===== config.mk =====
export PLATFORM = sky130hd
export DESIGN_NAME = roi_front
export DESIGN_NICKNAME = d
export VERILOG_FILES = /design/src/sv/roi_pkg.sv /design/src/sv/roi_front.sv
export SDC_FILE = /design/constraint.sdc
export NUM_CORES = 2
export LEC_CHECK = 0
export ABC_CLOCK_PERIOD_IN_PS = 6500
export BUFFER_PORTS_ARGS = -buffer_cell sky130_fd_sc_hd__buf_4
export CAP_MARGIN = 20
export CORE_MARGIN = 5
export CORE_UTILIZATION = 24
export DETAILED_ROUTE_END_ITERATION = 7
export REMOVE_ABC_BUFFERS = 1
export SLEW_MARGIN = 5
export SYNTH_ARGS = -nofsm -noshare
export SYNTH_HDL_FRONTEND = slang
export SYNTH_SLANG_ARGS = --single-unit

===== constraint.sdc =====
create_clock -name clock -period 6.5 [get_ports clock]
set_input_delay 0.325 -clock clock [delete_from_list [all_inputs] [get_ports clock]]
set_output_delay 0.325 -clock clock [all_outputs]
set_load 0.01 [all_outputs]

===== src/sv/roi_pkg.sv =====
`timescale 1ns / 1ps
// ----------------------------------------------------------------------------
// roi_pkg
// Shared types, codes and sizes of the retire window monitor.
// ----------------------------------------------------------------------------
package roi_pkg;

   localparam int SEGMENTS_DEF       = 8;
   localparam int SCHEDULE_DEPTH_DEF = 16;
   localparam int QUEUE_DEPTH        = 2;
   localparam logic [63:0] ALL_ONES  = '1;

   typedef enum logic [1:0] {
      REQ_RETIRE   = 2'd0,
      REQ_ACK      = 2'd1,
      REQ_LOAD_SEG = 2'd2,
      REQ_LOAD_SCH = 2'd3
   } req_code_type;

   typedef enum logic [1:0] {
      EV_NONE   = 2'd0,
      EV_BEGIN  = 2'd1,
      EV_WINDOW = 2'd2,
      EV_END    = 2'd3
   } event_type;

   typedef enum logic [1:0] {
      ERR_OK       = 2'd0,
      ERR_NO_EVENT = 2'd1,
      ERR_OVERFLOW = 2'd2
   } error_type;

   typedef enum logic [2:0] {
      MODE_WAIT    = 3'b001,
      MODE_COLLECT = 3'b010,
      MODE_ENDED   = 3'b100
   } mode_type;

   typedef enum logic [3:0] {
      CSR_START_PC     = 4'd0,
      CSR_END_PC       = 4'd1,
      CSR_IMAGE_BASE   = 4'd2,
      CSR_FIXED_WINDOW = 4'd3,
      CSR_SEG_COUNT    = 4'd4,
      CSR_SCHED_LEN    = 4'd5,
      CSR_TRACE_EN     = 4'd6,
      CSR_CHUNK_REC    = 4'd7
   } csr_index_type;

   typedef struct packed {
      logic [1:0]  req_type;
      logic [63:0] pc;
      logic        origin_user;
      logic [15:0] address_space;
      logic [3:0]  table_index;
      logic [63:0] table_value;
   } req_item_type;

   // A request after classification by the front end.
   typedef struct packed {
      req_item_type req;
      logic         seg_hit;
   } work_item_type;

   typedef struct packed {
      logic        trace_valid;
      logic [63:0] trace_value;
      logic        chunk_last;
      logic        flush_close;
      logic [1:0]  event_kind;
      logic        stop_request;
      logic [63:0] retired_count;
      logic [63:0] workload_count;
      logic [1:0]  error_code;
   } rsp_item_type;

   typedef struct packed {
      logic [63:0] start_pc;
      logic [63:0] end_pc;
      logic [63:0] image_base;
      logic [63:0] fixed_window;
      logic [3:0]  segment_count;
      logic [4:0]  schedule_length;
      logic        trace_enable;
      logic [16:0] chunk_records;
   } cfg_type;

   typedef struct packed {
      logic [1:0] pending;
      logic [1:0] kind;
      logic       stop;
   } raise_type;

   // Event arbitration: an end replaces a pending window, others are dropped.
   function automatic raise_type raise_event(logic [1:0] pending, logic [1:0] ev);
      raise_type r;
      r.pending = pending;
      r.kind    = EV_NONE;
      r.stop    = 1'b0;
      if (pending == EV_END) begin
         r.kind = EV_NONE;
      end else if (pending == EV_WINDOW && ev == EV_END) begin
         r.pending = EV_END;
         r.kind    = EV_END;
      end else if (pending == EV_NONE) begin
         r.pending = ev;
         r.kind    = ev;
         r.stop    = 1'b1;
      end
      return r;
   endfunction

endpackage


===== src/sv/roi_front.sv =====
`timescale 1ns / 1ps
// ----------------------------------------------------------------------------
// roi_front
// Holds the segment table and tags each request with its segment match.
// ----------------------------------------------------------------------------
module roi_front
   import roi_pkg::*;
#(
   parameter int SEGMENTS = SEGMENTS_DEF
) (
   input  logic          clock,
   input  logic          in_valid,
   input  req_item_type  in_item,
   input  logic          accept,
   input  logic [3:0]    segment_count,
   output work_item_type out_item
);

   localparam int ENTRIES = 2 * SEGMENTS;

   logic [63:0] bounds_ff [ENTRIES];
   logic [SEGMENTS-1:0] hit;

   for (genvar e = 0; e < ENTRIES; e++) begin : g_entry
      always_ff @(posedge clock) begin
         if (accept && in_valid && in_item.req_type == REQ_LOAD_SEG &&
             int'(in_item.table_index) == e) begin
            bounds_ff[e] <= in_item.table_value;
         end
      end
   end

   for (genvar s = 0; s < SEGMENTS; s++) begin : g_seg
      assign hit[s] = (int'(segment_count) > s) &&
                      (in_item.pc >= bounds_ff[2*s]) &&
                      (in_item.pc < bounds_ff[2*s+1]);
   end

   assign out_item.req     = in_item;
   assign out_item.seg_hit = |hit;

endmodule


---- Word level (Yosys, flattened, before mapping) ----
Memories as Yosys holds them, arrays and structs flattened.
Index checks and enable logic that the tools add are counted.
W data, S select, Z words.
storage, ports and cells
  output and inout bits ................... 152
  register bits after elaboration ......... 0
  bits in latches ......................... 0
  logic and storage cells ................. 169
  ROM bits ................................ 0
  memories ................................ 1
  input bits .............................. 158
  RAM bits ................................ 1,024
operators by class
  bitwise operators ....................... 0
  mux-type cells .......................... 77
  $mul .................................... 0
  eq/ne operators ......................... 16
  $add $sub $neg .......................... 0
  reduce and logical (&&, ||, !) cells .... 51
  shift-type cells ........................ 0
  div/mod/pow operators ................... 0
  order comparisons ....................... 24
memory list
  name       words  bits a word  rd ports  clocked after memory_dff  wr ports  RTL line         text
  bounds_ff  16     64           16        0                         1         roi_front.sv:21  logic [63:0] bounds_ff [ENTRIES];
operators by type and width
  operator              number
  $mux W64              15
  $reduce_or A64 Y1     15
  $ge A64 B64 Y1        8
  $lt A64 B64 Y1        8
  $mux W4               15
  $mux W1               47
  $logic_and A1 B1 Y1   34
  $eq A4 B4 Y1 const B  8
  $eq A4 B3 Y1 const B  4
  $gt A4 B3 Y1 const B  4
  $eq A4 B2 Y1 const B  2
  $gt A4 B1 Y1 const B  2
  $gt A4 B2 Y1 const B  2
  $reduce_or A8 Y1      1
  $eq A4 B1 Y1 const B  1
  $logic_not A4 Y1      1
  $eq A2 B2 Y1 const B  1

---- Logic depth before layout (Yosys ltp) ----
  depth after elaboration ................. 21
  mapped depth ............................ 11
  depth with buffers taken out ............ 11

---- Least setup slack after synthesis ----
No wires, ideal clock.
  path type ............................... in2reg
  start point ............................. in in_item[149] (netlist bit)
  end point ............................... mem bounds_ff[0][0], enable pin
  path buffers ............................ 0
  library setup time ...................... 0.565 ns
  data required time ...................... 5.935 ns
  data arrival time ....................... 5.213 ns
  stages .................................. 4
  setup slack ............................. 0.721 ns
  cell sequence ........................... and4b_1 -> nor2b_1 -> nand2b_1 -> nor3_1
between the ends
  word-level cells in the longest chain between the ends .. 21
  elaborated cells between the ends (all ways) .. 95
  classes of those cells .................. 1 x eq/ne; 62 x mux; 32 x reduce/logical
ends and longest elaborated chain
  item                                                         RTL line         text
  from (decl)                                                  roi_front.sv:13  input req_item_type in_item,
  $eq A2 B2 Y1 *                                               roi_front.sv:26  if (accept && in_valid && in_item.req_type == REQ_LOAD_SEG &&
  $logic_and A1 B1 Y1 *                                        roi_front.sv:26
  $logic_and A1 B1 Y1                                          roi_front.sv:26
  $mux W1                                                      roi_front.sv:26
  $mux W1 (not written as such)                                roi_front.sv:28  bounds_ff[e] <= in_item.table_value;
  $reduce_or A64 Y1 (no line)                                  n/a
  $mux W4 (no line) or $mux W1 (tied branches) (15 in series)  n/a
  to (decl)                                                    roi_front.sv:21
Every way passes the cells marked *; elsewhere a longest branch is shown, timed or not.

==> results.cfg <==
[worst_hold_path]
worst_hold_path.endpoint = bounds_ff[0][148]
hp-class = input pin to flip-flop
source_of_the_worst_hold_timing_path = in_item[66]
min_path_cells = 2

[global_route]
grt_usage_pct = 12.4
grt_start_max_net_pins = 57
grt_pass1_vias = 37600
antenna_found_initial = 5
grt_ovf = 0
grt_first_pass_wirelength_um = 233000

[logic_synthesis]
syn_avg_cell_area_um2 = 12.2
synth_top_area_share_pct = 53.7
synth.distinct_cells = 59
cell_taking_the_most_area_after_synthesis = edfxtp_1
ys_seq_elements = 1024
synth_sequential_area_ratio_pct = 53.7
asyncSetResetFlopFracSynth_pct = 0
yosys_warnings = 0
ys_dominant_reg_cell = edfxtp_1
synth.top_cells.by_area = edfxtp_1, ha_1, inv_1, a21o_1, a21oi_1
netlist_area_um2 = 57300
syn-instance-count = 4710
synth_enable_flop_cells = 1024

[clocking]
cts.clk_slew.worst_paths_ns = 0.06
cts_resized = 0
clockBufferDepth = 3
cts_hold_buffers = 64
cts_inserted_buffers = 104
cts_tree = yes
clockRootBuffer = clkbuf_16
post_cts_buffers = 0
cts.sinks = 1024
level_count_of_the_clock_h_tree = 3

[layout]
largest_register_ff_count = 1024
regArea_um2 = 30700
largest-register = bounds_ff
flow.area_growth_from_synthesis_pct = 15.9
finish.instance_area_um2 = 66400
final_layout_size_suffix_gt1_share_pct = 9.08
layout_top_registers = bounds_ff x1024
stdcell_count = 8278
fin_util_pct = 27.9
fin_nets = 6203
fillers = 24100
multi_input_gate_area_in_the_final_layout_um2 = 21700

[detailed_routing]
post-route-drc-count = 0
dr_total_vias = 37100
detail_route.wl_per_cell_um = 19.2
avgViaCountPerCell = 4.49
wirelength_um = 159000
dr.pass1.iters = 7
ant_nets = 0
drt_iter0_markers = 2719

[floorplanning]
die_span_in_x_um = 498
floorplan.die_area_um2 = 248000
site_row_count = 179
total_i_o_pin_count = 310
floorplan.initialDensity_pct = 24.1
fp.dieH_um = 498
design.core.area_um2 = 238000

[sta]
slew_viol_final = 0
slew_headroom_pct = 24.4
totalNegativeSetupSlack_ns = 0
tightest_slew_ns = 1.12
setup_repair_after_global_routing_missed_its_margin = false
layout_min_cycle_time_ns = 5.11
final-hold-violation-count = 0
final-setup-viol-count = 0
achievable_frequency_ghz = 0.196
timing.final.crit_share_pct = 78.6

[setup_path]
critPathMaxFanout = 2
timing_worst_setup_path_type = flip-flop to output pin
cp_data_required_time_ns = 6.17
critical_path.startpoint_type = flip-flop
critical_path.startpoint = bounds_ff[1][237]
setup_crit_end_kind = output pin
critPathArrivalTime_ns = 4.78

[power_and_ir_drop]
power.internal_mw = 11.0
power_frac_clock_pct = 40.6
switching_power_of_the_nets_mw = 3.48
netSwitchingFraction_pct = 24.0
leakage_power_nw = 29.7
fin_total_pwr_mw = 14.5
pwr_density_cell_nw_per_um2 = 218
power.share.combinational_pct = 9.0
p_seq_share_pct = 50.4
maximum_ir_drop_on_the_vdd_rail_v = 0.000204

[placed_design]
globalplace.congestion = 0.811
io_buffer_count = 275
placement.cell_area_um2 = 62500
hpwl_after_detailed_placement_um = 110000
cells_after_dpl = 8026

[run_status]
status = finished, final reports clean

[job]
max_capacitance_violation_count = 0
-- cells by family (layout without fill, tap and decap cells) --
group	after synthesis	after routing	synth area share, %
compound gates	883	883	9.82
fa+ha+maj	1016	1016	22.2
buf+inv	1176	1576	8.70
flops	1024	1024	53.7
other cells	0	1	0
simple gates	611	611	5.60
-- power groups by stage --
stage	combinational, mW	clock, mW	sequential (mW)
after floorplan	0.534	0	7.44
after global placement	1.23	0	7.43
after detailed placement	1.28	0	7.43
after CTS	1.32	6.00	7.29
after global routing	1.45	6.28	7.29
final	1.30	5.88	7.29
-- worst max path at each step --
stage	end	slack, ns	cells past startpoint
after floorplan	bounds_ff[0][0]	0.72	4
after global placement	out_item[0]	1.53	13
after detailed placement	out_item[0]	1.66	13
after CTS	out_item[0]	1.33	11
after global routing	out_item[0]	1.27	12
final	out_item[0]	1.39	12
-- final cells by class --
cell class | count | area share, %
flip-flops and latches | 1024 | 46.3
repair buffers | 364 | 4.37
inverters | 1025 | 5.80
multi-input cells | 2510 | 32.6
diodes | 1 | 0.00377
clock buffers | 129 | 4.10
well taps | 3167 | 5.97
clock inverters | 58 | 0.777
-- cells in the mapped netlist, types with 22 or more instances --
| library cell | n |
|---|---|
| a211oi_1 | 37 |
| a21o_1 | 254 |
| a21oi_1 | 318 |
| a221oi_1 | 22 |
| buf_4 | 151 |
| edfxtp_1 | 1024 |
| ha_1 | 1016 |
| inv_1 | 1025 |
| nand2_1 | 138 |
| nand3_1 | 45 |
| nand4_1 | 185 |
| nor2_1 | 92 |
| nor2b_1 | 25 |
| nor3_1 | 42 |
| o21ai_0 | 109 |
| o21ai_1 | 31 |
-- through the flow --
stage | hold slack (ns) | setup WS (ns)
final | 0.121 | 1.39
after global routing | 0.0851 | 1.27
after CTS | 0.0531 | 1.33
after detailed placement | 0.650 | 1.66
after global placement | 0.650 | 1.53
after floorplan | 0.424 | 0.721
-- routing by layer --
metal,routed length [µm],track usage (%)
met2,74000,20.8
met1,70100,16.2
met5,13,0
met3,10600,2.52
met4,4250,3.27
-- worst max-delay path, cell delays in order, from the launching register on --
cell       delay [ns]
edfxtp_1         0.37
inv_1            0.07
ha_1             0.23
a21o_1           0.16
a21o_1           0.17
a21oi_1          0.15
o21ai_1          0.19
a2111oi_0        0.92
o311ai_0         0.62
a31oi_1          0.56
a211oi_2         0.06
nand4_1          0.35
buf_4            0.21
-- layout by cell type, fill, tap and decap left out, drive strengths merged, types with 45 or more instances in the layout --
master,netlist,layout
o21ai,141,141
clkbuf,0,129
nand3,45,45
dlygate4sd3,0,64
ha,1016,1016
nor2,92,92
nand2,138,138
inv,1025,1028
a21o,254,254
nand4,185,185
buf,151,300
a21oi,318,318
edfxtp,1024,1024
Power figures use the tool's default switching activity.
