[config.mk]
export PLATFORM = sky130hd
export DESIGN_NAME = roi_queue
export DESIGN_NICKNAME = d
export VERILOG_FILES = /design/src/sv/roi_pkg.sv /design/src/sv/roi_queue.sv
export SDC_FILE = /design/constraint.sdc
export NUM_CORES = 1
export LEC_CHECK = 0
export ABC_AREA = 1
export BUFFER_PORTS_ARGS = -buffer_cell sky130_fd_sc_hd__buf_2
export CAP_MARGIN = 20
export CORE_MARGIN = 4
export CORE_UTILIZATION = 26
export CTS_CLUSTER_DIAMETER = 200
export DETAILED_ROUTE_END_ITERATION = 8
export HOLD_SLACK_MARGIN = 0.06
export PLACE_DENSITY = 0.54
export SLEW_MARGIN = 20
export SYNTH_ARGS = -nofsm -noshare
export SYNTH_HDL_FRONTEND = slang
export SYNTH_SLANG_ARGS = --single-unit
[constraint.sdc]
create_clock -name clock -period 11.05 [get_ports clock]
set_clock_uncertainty 0.1 [all_clocks]
set_input_delay 0.5525 -clock clock [delete_from_list [all_inputs] [get_ports clock]]
set_output_delay 0.5525 -clock clock [all_outputs]
set_load 0.005 [all_outputs]
[src/sv/roi_pkg.sv]
`timescale 1ns / 1ps
// ----------------------------------------------------------------------------
// roi_pkg
// Shared types, codes and sizes of the retire window monitor.
// ----------------------------------------------------------------------------
package roi_pkg;

   localparam int SEGMENTS_DEF       = 8;
   localparam int SCHEDULE_DEPTH_DEF = 16;
   localparam int QUEUE_DEPTH        = 2;
   localparam logic [63:0] ALL_ONES  = '1;

   typedef enum logic [1:0] {
      REQ_RETIRE   = 2'd0,
      REQ_ACK      = 2'd1,
      REQ_LOAD_SEG = 2'd2,
      REQ_LOAD_SCH = 2'd3
   } req_code_type;

   typedef enum logic [1:0] {
      EV_NONE   = 2'd0,
      EV_BEGIN  = 2'd1,
      EV_WINDOW = 2'd2,
      EV_END    = 2'd3
   } event_type;

   typedef enum logic [1:0] {
      ERR_OK       = 2'd0,
      ERR_NO_EVENT = 2'd1,
      ERR_OVERFLOW = 2'd2
   } error_type;

   typedef enum logic [2:0] {
      MODE_WAIT    = 3'b001,
      MODE_COLLECT = 3'b010,
      MODE_ENDED   = 3'b100
   } mode_type;

   typedef enum logic [3:0] {
      CSR_START_PC     = 4'd0,
      CSR_END_PC       = 4'd1,
      CSR_IMAGE_BASE   = 4'd2,
      CSR_FIXED_WINDOW = 4'd3,
      CSR_SEG_COUNT    = 4'd4,
      CSR_SCHED_LEN    = 4'd5,
      CSR_TRACE_EN     = 4'd6,
      CSR_CHUNK_REC    = 4'd7
   } csr_index_type;

   typedef struct packed {
      logic [1:0]  req_type;
      logic [63:0] pc;
      logic        origin_user;
      logic [15:0] address_space;
      logic [3:0]  table_index;
      logic [63:0] table_value;
   } req_item_type;

   // A request after classification by the front end.
   typedef struct packed {
      req_item_type req;
      logic         seg_hit;
   } work_item_type;

   typedef struct packed {
      logic        trace_valid;
      logic [63:0] trace_value;
      logic        chunk_last;
      logic        flush_close;
      logic [1:0]  event_kind;
      logic        stop_request;
      logic [63:0] retired_count;
      logic [63:0] workload_count;
      logic [1:0]  error_code;
   } rsp_item_type;

   typedef struct packed {
      logic [63:0] start_pc;
      logic [63:0] end_pc;
      logic [63:0] image_base;
      logic [63:0] fixed_window;
      logic [3:0]  segment_count;
      logic [4:0]  schedule_length;
      logic        trace_enable;
      logic [16:0] chunk_records;
   } cfg_type;

   typedef struct packed {
      logic [1:0] pending;
      logic [1:0] kind;
      logic       stop;
   } raise_type;

   // Event arbitration: an end replaces a pending window, others are dropped.
   function automatic raise_type raise_event(logic [1:0] pending, logic [1:0] ev);
      raise_type r;
      r.pending = pending;
      r.kind    = EV_NONE;
      r.stop    = 1'b0;
      if (pending == EV_END) begin
         r.kind = EV_NONE;
      end else if (pending == EV_WINDOW && ev == EV_END) begin
         r.pending = EV_END;
         r.kind    = EV_END;
      end else if (pending == EV_NONE) begin
         r.pending = ev;
         r.kind    = ev;
         r.stop    = 1'b1;
      end
      return r;
   endfunction

endpackage

[src/sv/roi_queue.sv]
`timescale 1ns / 1ps
// ----------------------------------------------------------------------------
// roi_queue
// Short FIFO that decouples the front end from the back end.
// ----------------------------------------------------------------------------
module roi_queue
   import roi_pkg::*;
#(
   parameter int DEPTH = QUEUE_DEPTH
) (
   input  logic          clock,
   input  logic          reset,
   input  logic          push,
   input  work_item_type push_item,
   input  logic          pop,
   output logic          full,
   output logic          not_empty,
   output work_item_type head_item
);

   localparam int PW = (DEPTH > 1) ? $clog2(DEPTH) : 1;
   localparam int CW = $clog2(DEPTH + 1);

   work_item_type slot_ff [DEPTH];
   logic [PW-1:0] wr_ff, wr_in, rd_ff, rd_in;
   logic [CW-1:0] count_ff, count_in;

   function automatic logic [PW-1:0] bump(logic [PW-1:0] p);
      return (int'(p) == DEPTH - 1) ? '0 : PW'(p + 1'b1);
   endfunction

   always_comb begin
      wr_in    = push ? bump(wr_ff) : wr_ff;
      rd_in    = pop ? bump(rd_ff) : rd_ff;
      count_in = CW'(count_ff + CW'(push) - CW'(pop));
   end

   always_ff @(posedge clock) begin
      if (reset) begin
         wr_ff    <= '0;
         rd_ff    <= '0;
         count_ff <= '0;
      end else begin
         wr_ff    <= wr_in;
         rd_ff    <= rd_in;
         count_ff <= count_in;
      end
   end

   always_ff @(posedge clock) begin
      if (push) begin
         slot_ff[wr_ff] <= push_item;
      end
   end

   assign full      = (int'(count_ff) == DEPTH);
   assign not_empty = (count_ff != '0);
   assign head_item = slot_ff[rd_ff];

endmodule

======== Word level (Yosys, flattened, before mapping) ========
Memories as Yosys holds them, arrays and structs flattened. A register that Yosys moved wholly into a read port is not among the register bits.
Index checks and enable logic that the tools add are counted.
W data, S select, Z words.
storage, ports and cells
  bits in registers ....................... 4
  latch bits .............................. 0
  bits in writable memories ............... 304
  ROM bits ................................ 0
  output and inout bits ................... 154
  word-level logic and storage cells ...... 16
  memories kept ........................... 1
operators by class
  $add $sub $neg .......................... 4
  multiply operators ...................... 0
  divide/modulo/power cells ............... 0
  order comparisons ....................... 0
  eq/ne operators ......................... 1
  shift operators ......................... 0
  multiplexer cells ....................... 6
  bitwise gates (word level) .............. 0
  reductions and logical operators ........ 1
memories
  name     words  bits a word  read ports  clocked after Yosys merged registers in  wr ports  RTL line         RTL
  slot_ff  2      152          1           1                                        1         roi_queue.sv:24  work_item_type slot_ff [DEPTH];
operators with widths
  operator               count
  $mux W1                6
  $add A1 B1 Y1 const B  2
  $add A2 B1 Y2          1
  $eq A2 B2 Y1 const B   1
  $reduce_bool A2 Y1     1
  $sub A2 B1 Y2          1

======== Depth between registers and ports, before layout ========
  depth after elaboration ................. 4
  gate-level depth with buffers ........... 9

======== Worst setup path before layout ========
Ideal clock, no wire load.
  kind .................................... in2reg
  start ................................... in push
  end ..................................... mem slot_ff[0][0] in the netlist's numbering, enable pin
  library setup time ...................... 670 ps
  arrival time ............................ 6,948 ps
  data required time ...................... 10,280 ps
  setup slack ............................. 3,333 ps
  stages on the path ...................... 2
  path buffers ............................ 0
  cell sequence ........................... inv_1 -> nor2_1
on the way
  longest elaborated chain between the ends .. 2
RTL lines
  item                           RTL line         RTL
  start, declared                roi_queue.sv:13  input logic push,
  $mux W1                        roi_queue.sv:51  if (push) begin
  $mux W1 (not written as such)  roi_queue.sv:52  slot_ff[wr_ff] <= push_item;
  end, declared                  roi_queue.sv:24
Every way passes these cells.

==> run summary <==
The run finished with clean final reports. The count of TritonRoute iterations in the first routing pass came out at 4. The number of hold-slack violations in the final timing report is 0.

The worst-case IR drop observed on VDD is 0.000108 V. Across all register-to-register paths, the minimum setup slack is 8160 ps. The completed layout was analyzed and its total power is 2790 µW.

The total power density per cell area was 185 nW/µm²; the final routed wirelength across all metal layers was 24.6 mm. In this run the most critical hold path is launched from push_item[24]. The tools report the remaining antenna violation count as 0. Buffers inserted during clock tree synthesis total 36. The number of nets in the finished design was 1016. Max-cap violations in this run came to 0. The die width is 218 µm, and the number of rows in the core area is 76. The worst setup path is launched from a flip-flop. Setup violations remaining at the end of the flow were counted as 0. The share of the Yosys chip area taken by registers is 80.2%. Once detailed placement completed, the half-perimeter wirelength came to 15.9 mm.

The tools report the count of final max-slew check failures as 0. In this run, synthesis produced a sequential element count of 309. The chip height works out to 218 µm. The mean instance size in the synthesized netlist came out at 22.8 µm². Dividing the detail-routed via count by the number of cells gives 4.01. The die covers 47700 µm². The worst setup path is captured at an output port.

The count of input and output buffers works out to 309. For the worst-skew pair, the clock arrives at the later sink with an insertion delay of 530 ps. The run gives 662 as the number of nets in the synthesized netlist. The tools report the leftover overflow at the end of global routing as 0. Leaving out fill and tap cells, the most frequent cells in the layout are 309 x sky130_fd_sc_hd__buf_2, 304 x sky130_fd_sc_hd__edfxtp_1, 80 x sky130_fd_sc_hd__mux2_4. Dividing the detail-routed wire length by the instance count gives 16.7 µm. The run gives 9.6% as the logic gate share of total power. After clock tree synthesis, the clock-pin slew on the worst setup and hold paths is 60 ps. The tools report the netlist area before placement as 11500 µm². The net switching component of the power was 591 µW.

The first global-routing pass estimated 36.3 mm of wire. Across every metal layer, demand over resource in global routing totals 9.96%. Summed over all cells, the static leakage comes to 0.00574 µW.

The tools report the internal power of the cells as 2200 µW. The worst reg-to-reg path cell count is 3. The register share of total power was 49.5%; the layout overhead on the synthesized area was 30.8%. Launch point of the worst reg-to-reg path: wr_ff. The run gives 6320 as the via count of the first global-routing pass.

After detailed routing, the number of remaining DRC violations is 0. The number of cells traversed by the worst hold path came out at 1. Data arrives at the worst endpoint at 2880 ps.

The endpoint of the worst hold-timing path is slot_ff[0][24]. At the pin with the least slew margin, the transition time is 1000 ps. The fraction of layout instances using a drive strength above 1 is 58.9%, and the final weighted congestion of routability-driven global placement is 0.664. Counting along the longest clock path gives a buffer depth of 3. In this run, distinct cell masters in the synthesized netlist total 14. In this run the critical register-to-register path is captured at slot_ff[0][84]. The library cell used most frequently in the layout, excluding fill and tap cells, is sky130_fd_sc_hd__buf_2.

The worst setup path is of the flip-flop to output port kind. The tools report the H-tree level count as 2. After routing, the total negative slack on setup checks comes to 0 ps. Entering global routing, the biggest net connects 93 pins. Tightest slew margin relative to the limit: 33.1%. Post-CTS repair changed the size of 0 cells. After layout, the worst path uses 32.0% of the clock period. The run gives 26.5% as the effective utilization at floorplan. The initial antenna violation count is 6, and the post-synthesis instance total is 504.

Setup repair after global routing left no endpoint under its margin. In this run, the clock network consumes 40.9% of the power. The min-delay analysis places its worst path in the category input port to flip-flop. The tools report the yosys synthesis warning count as 0. The largest fanout on the critical path was 52. The switching share of power is 21.2%, and the achievable frequency is 283 MHz.

Clock root buffer master: sky130_fd_sc_hd__clkbuf_16. At the worst endpoint, the required time is 10400 ps. The region available for standard cell placement spans 43500 µm². The minimum clock period after layout works out to 3530 ps.

After the first detailed-routing iteration, the DRC count stood at 252. For the via count of the routed design, the log shows 5898. The clock drives 309 sinks. TritonCTS built the clock tree. During I/O placement, the number of pins put on the boundary was 310.
metal layers:
metal | share of wire [%] | global-route usage [%]
met1 | 39 | 11.4
met2 | 46 | 15.9
met3 | 12 | 5.73
met4 | 2.2 | 2.99
met5 | 0.22 | 0
synth_stat cells:
library cell               count  area (µm²)
sky130_fd_sc_hd__edfxtp_1    304        9130
sky130_fd_sc_hd__nand2_1       5        18.8
sky130_fd_sc_hd__nor2_1        7        26.3
sky130_fd_sc_hd__ha_1          2        25.0
sky130_fd_sc_hd__buf_2         7        35.0
sky130_fd_sc_hd__buf_6        10         113
sky130_fd_sc_hd__xnor2_1       1        8.76
sky130_fd_sc_hd__mux2_2       72         811
sky130_fd_sc_hd__dfxtp_1       5         100
sky130_fd_sc_hd__inv_1         8        30.0
sky130_fd_sc_hd__nand3_1       1        5.00
sky130_fd_sc_hd__a21oi_1       1        5.00
sky130_fd_sc_hd__mux2_4       80        1200
sky130_fd_sc_hd__nor3_1        1        5.00
final cells by class:
type | instances | area, µm²
Clock buffer | 47 | 973
Tap cell | 585 | 732
Timing Repair Buffer | 333 | 1790
Fill cell | 4213 | 28400
Sequential cell | 309 | 9230
Antenna cell | 1 | 2.50
Multi-Input combinational cell | 170 | 2110
Inverter | 8 | 35.0
Clock inverter | 17 | 175
flip-flops by register name, indices dropped and copies added (netlist names), named ones only:
name      count
slot_ff     304
count_ff      2
rd_ff         1
wr_ff         1
kinds of logic after synthesis:
logic type      Yosys count  share of synthesized area (%)
flops                   309                           80.2
mux                     152                           17.5
buf+inv                  25                           1.54
simple gates             14                          0.478
fa+ha+maj                 2                          0.217
compound gates            1                         0.0434
xor+xnor                  1                         0.0761
per-stage QoR:
stage / util, % / setup slack [ps] / cell area, µm² / instances / hold WS [ps]
2_1_floorplan: - / 3330 / 11500 / 504 / 380
3_3_place_gp: 31.5 / 7100 / 13700 / 1386 / 394
3_5_place_dp: 31.5 / 7120 / 13700 / 1386 / 406
4_1_cts: 34.6 / 7400 / 15000 / 1467 / 60.1
5_1_grt: 34.6 / 7320 / 15100 / 1469 / 62.3
6_report: 34.6 / 7520 / 15100 / 1470 / 111
power groups by stage:
stage / Combinational, µW / Sequential, µW / Clock [µW]
5_1_grt: 294 / 1390 / 1240
3_5_place_dp: 267 / 1410 / 0
4_1_cts: 273 / 1380 / 1190
3_3_place_gp: 265 / 1400 / 0
2_1_floorplan: 152 / 1400 / 0
6_report: 267 / 1380 / 1140
critical path, stage by stage (launching register included):
cell and delay, ps:
sky130_fd_sc_hd__dfxtp_4 840, sky130_fd_sc_hd__buf_4 870, sky130_fd_sc_hd__mux2_2 410, sky130_fd_sc_hd__buf_2 120
timing repair:
item                                   4_1_cts  5_1_grt
buffers inserted                             0        0
hold buffers                                17        1
endpoints found under the hold margin       32        2
worst max-delay path by stage:
stage / end / slack [ps] / start
floorplan: slot_ff[0][0] / 3330 / push
global placement: slot_ff[0][107] / 7100 / push
detailed placement: slot_ff[0][107] / 7120 / push
CTS: head_item[144] / 7400 / flip-flop
global route: head_item[143] / 7320 / flip-flop
finish: head_item[144] / 7520 / flip-flop
Note: power is estimated with default switching activity, not from simulation.
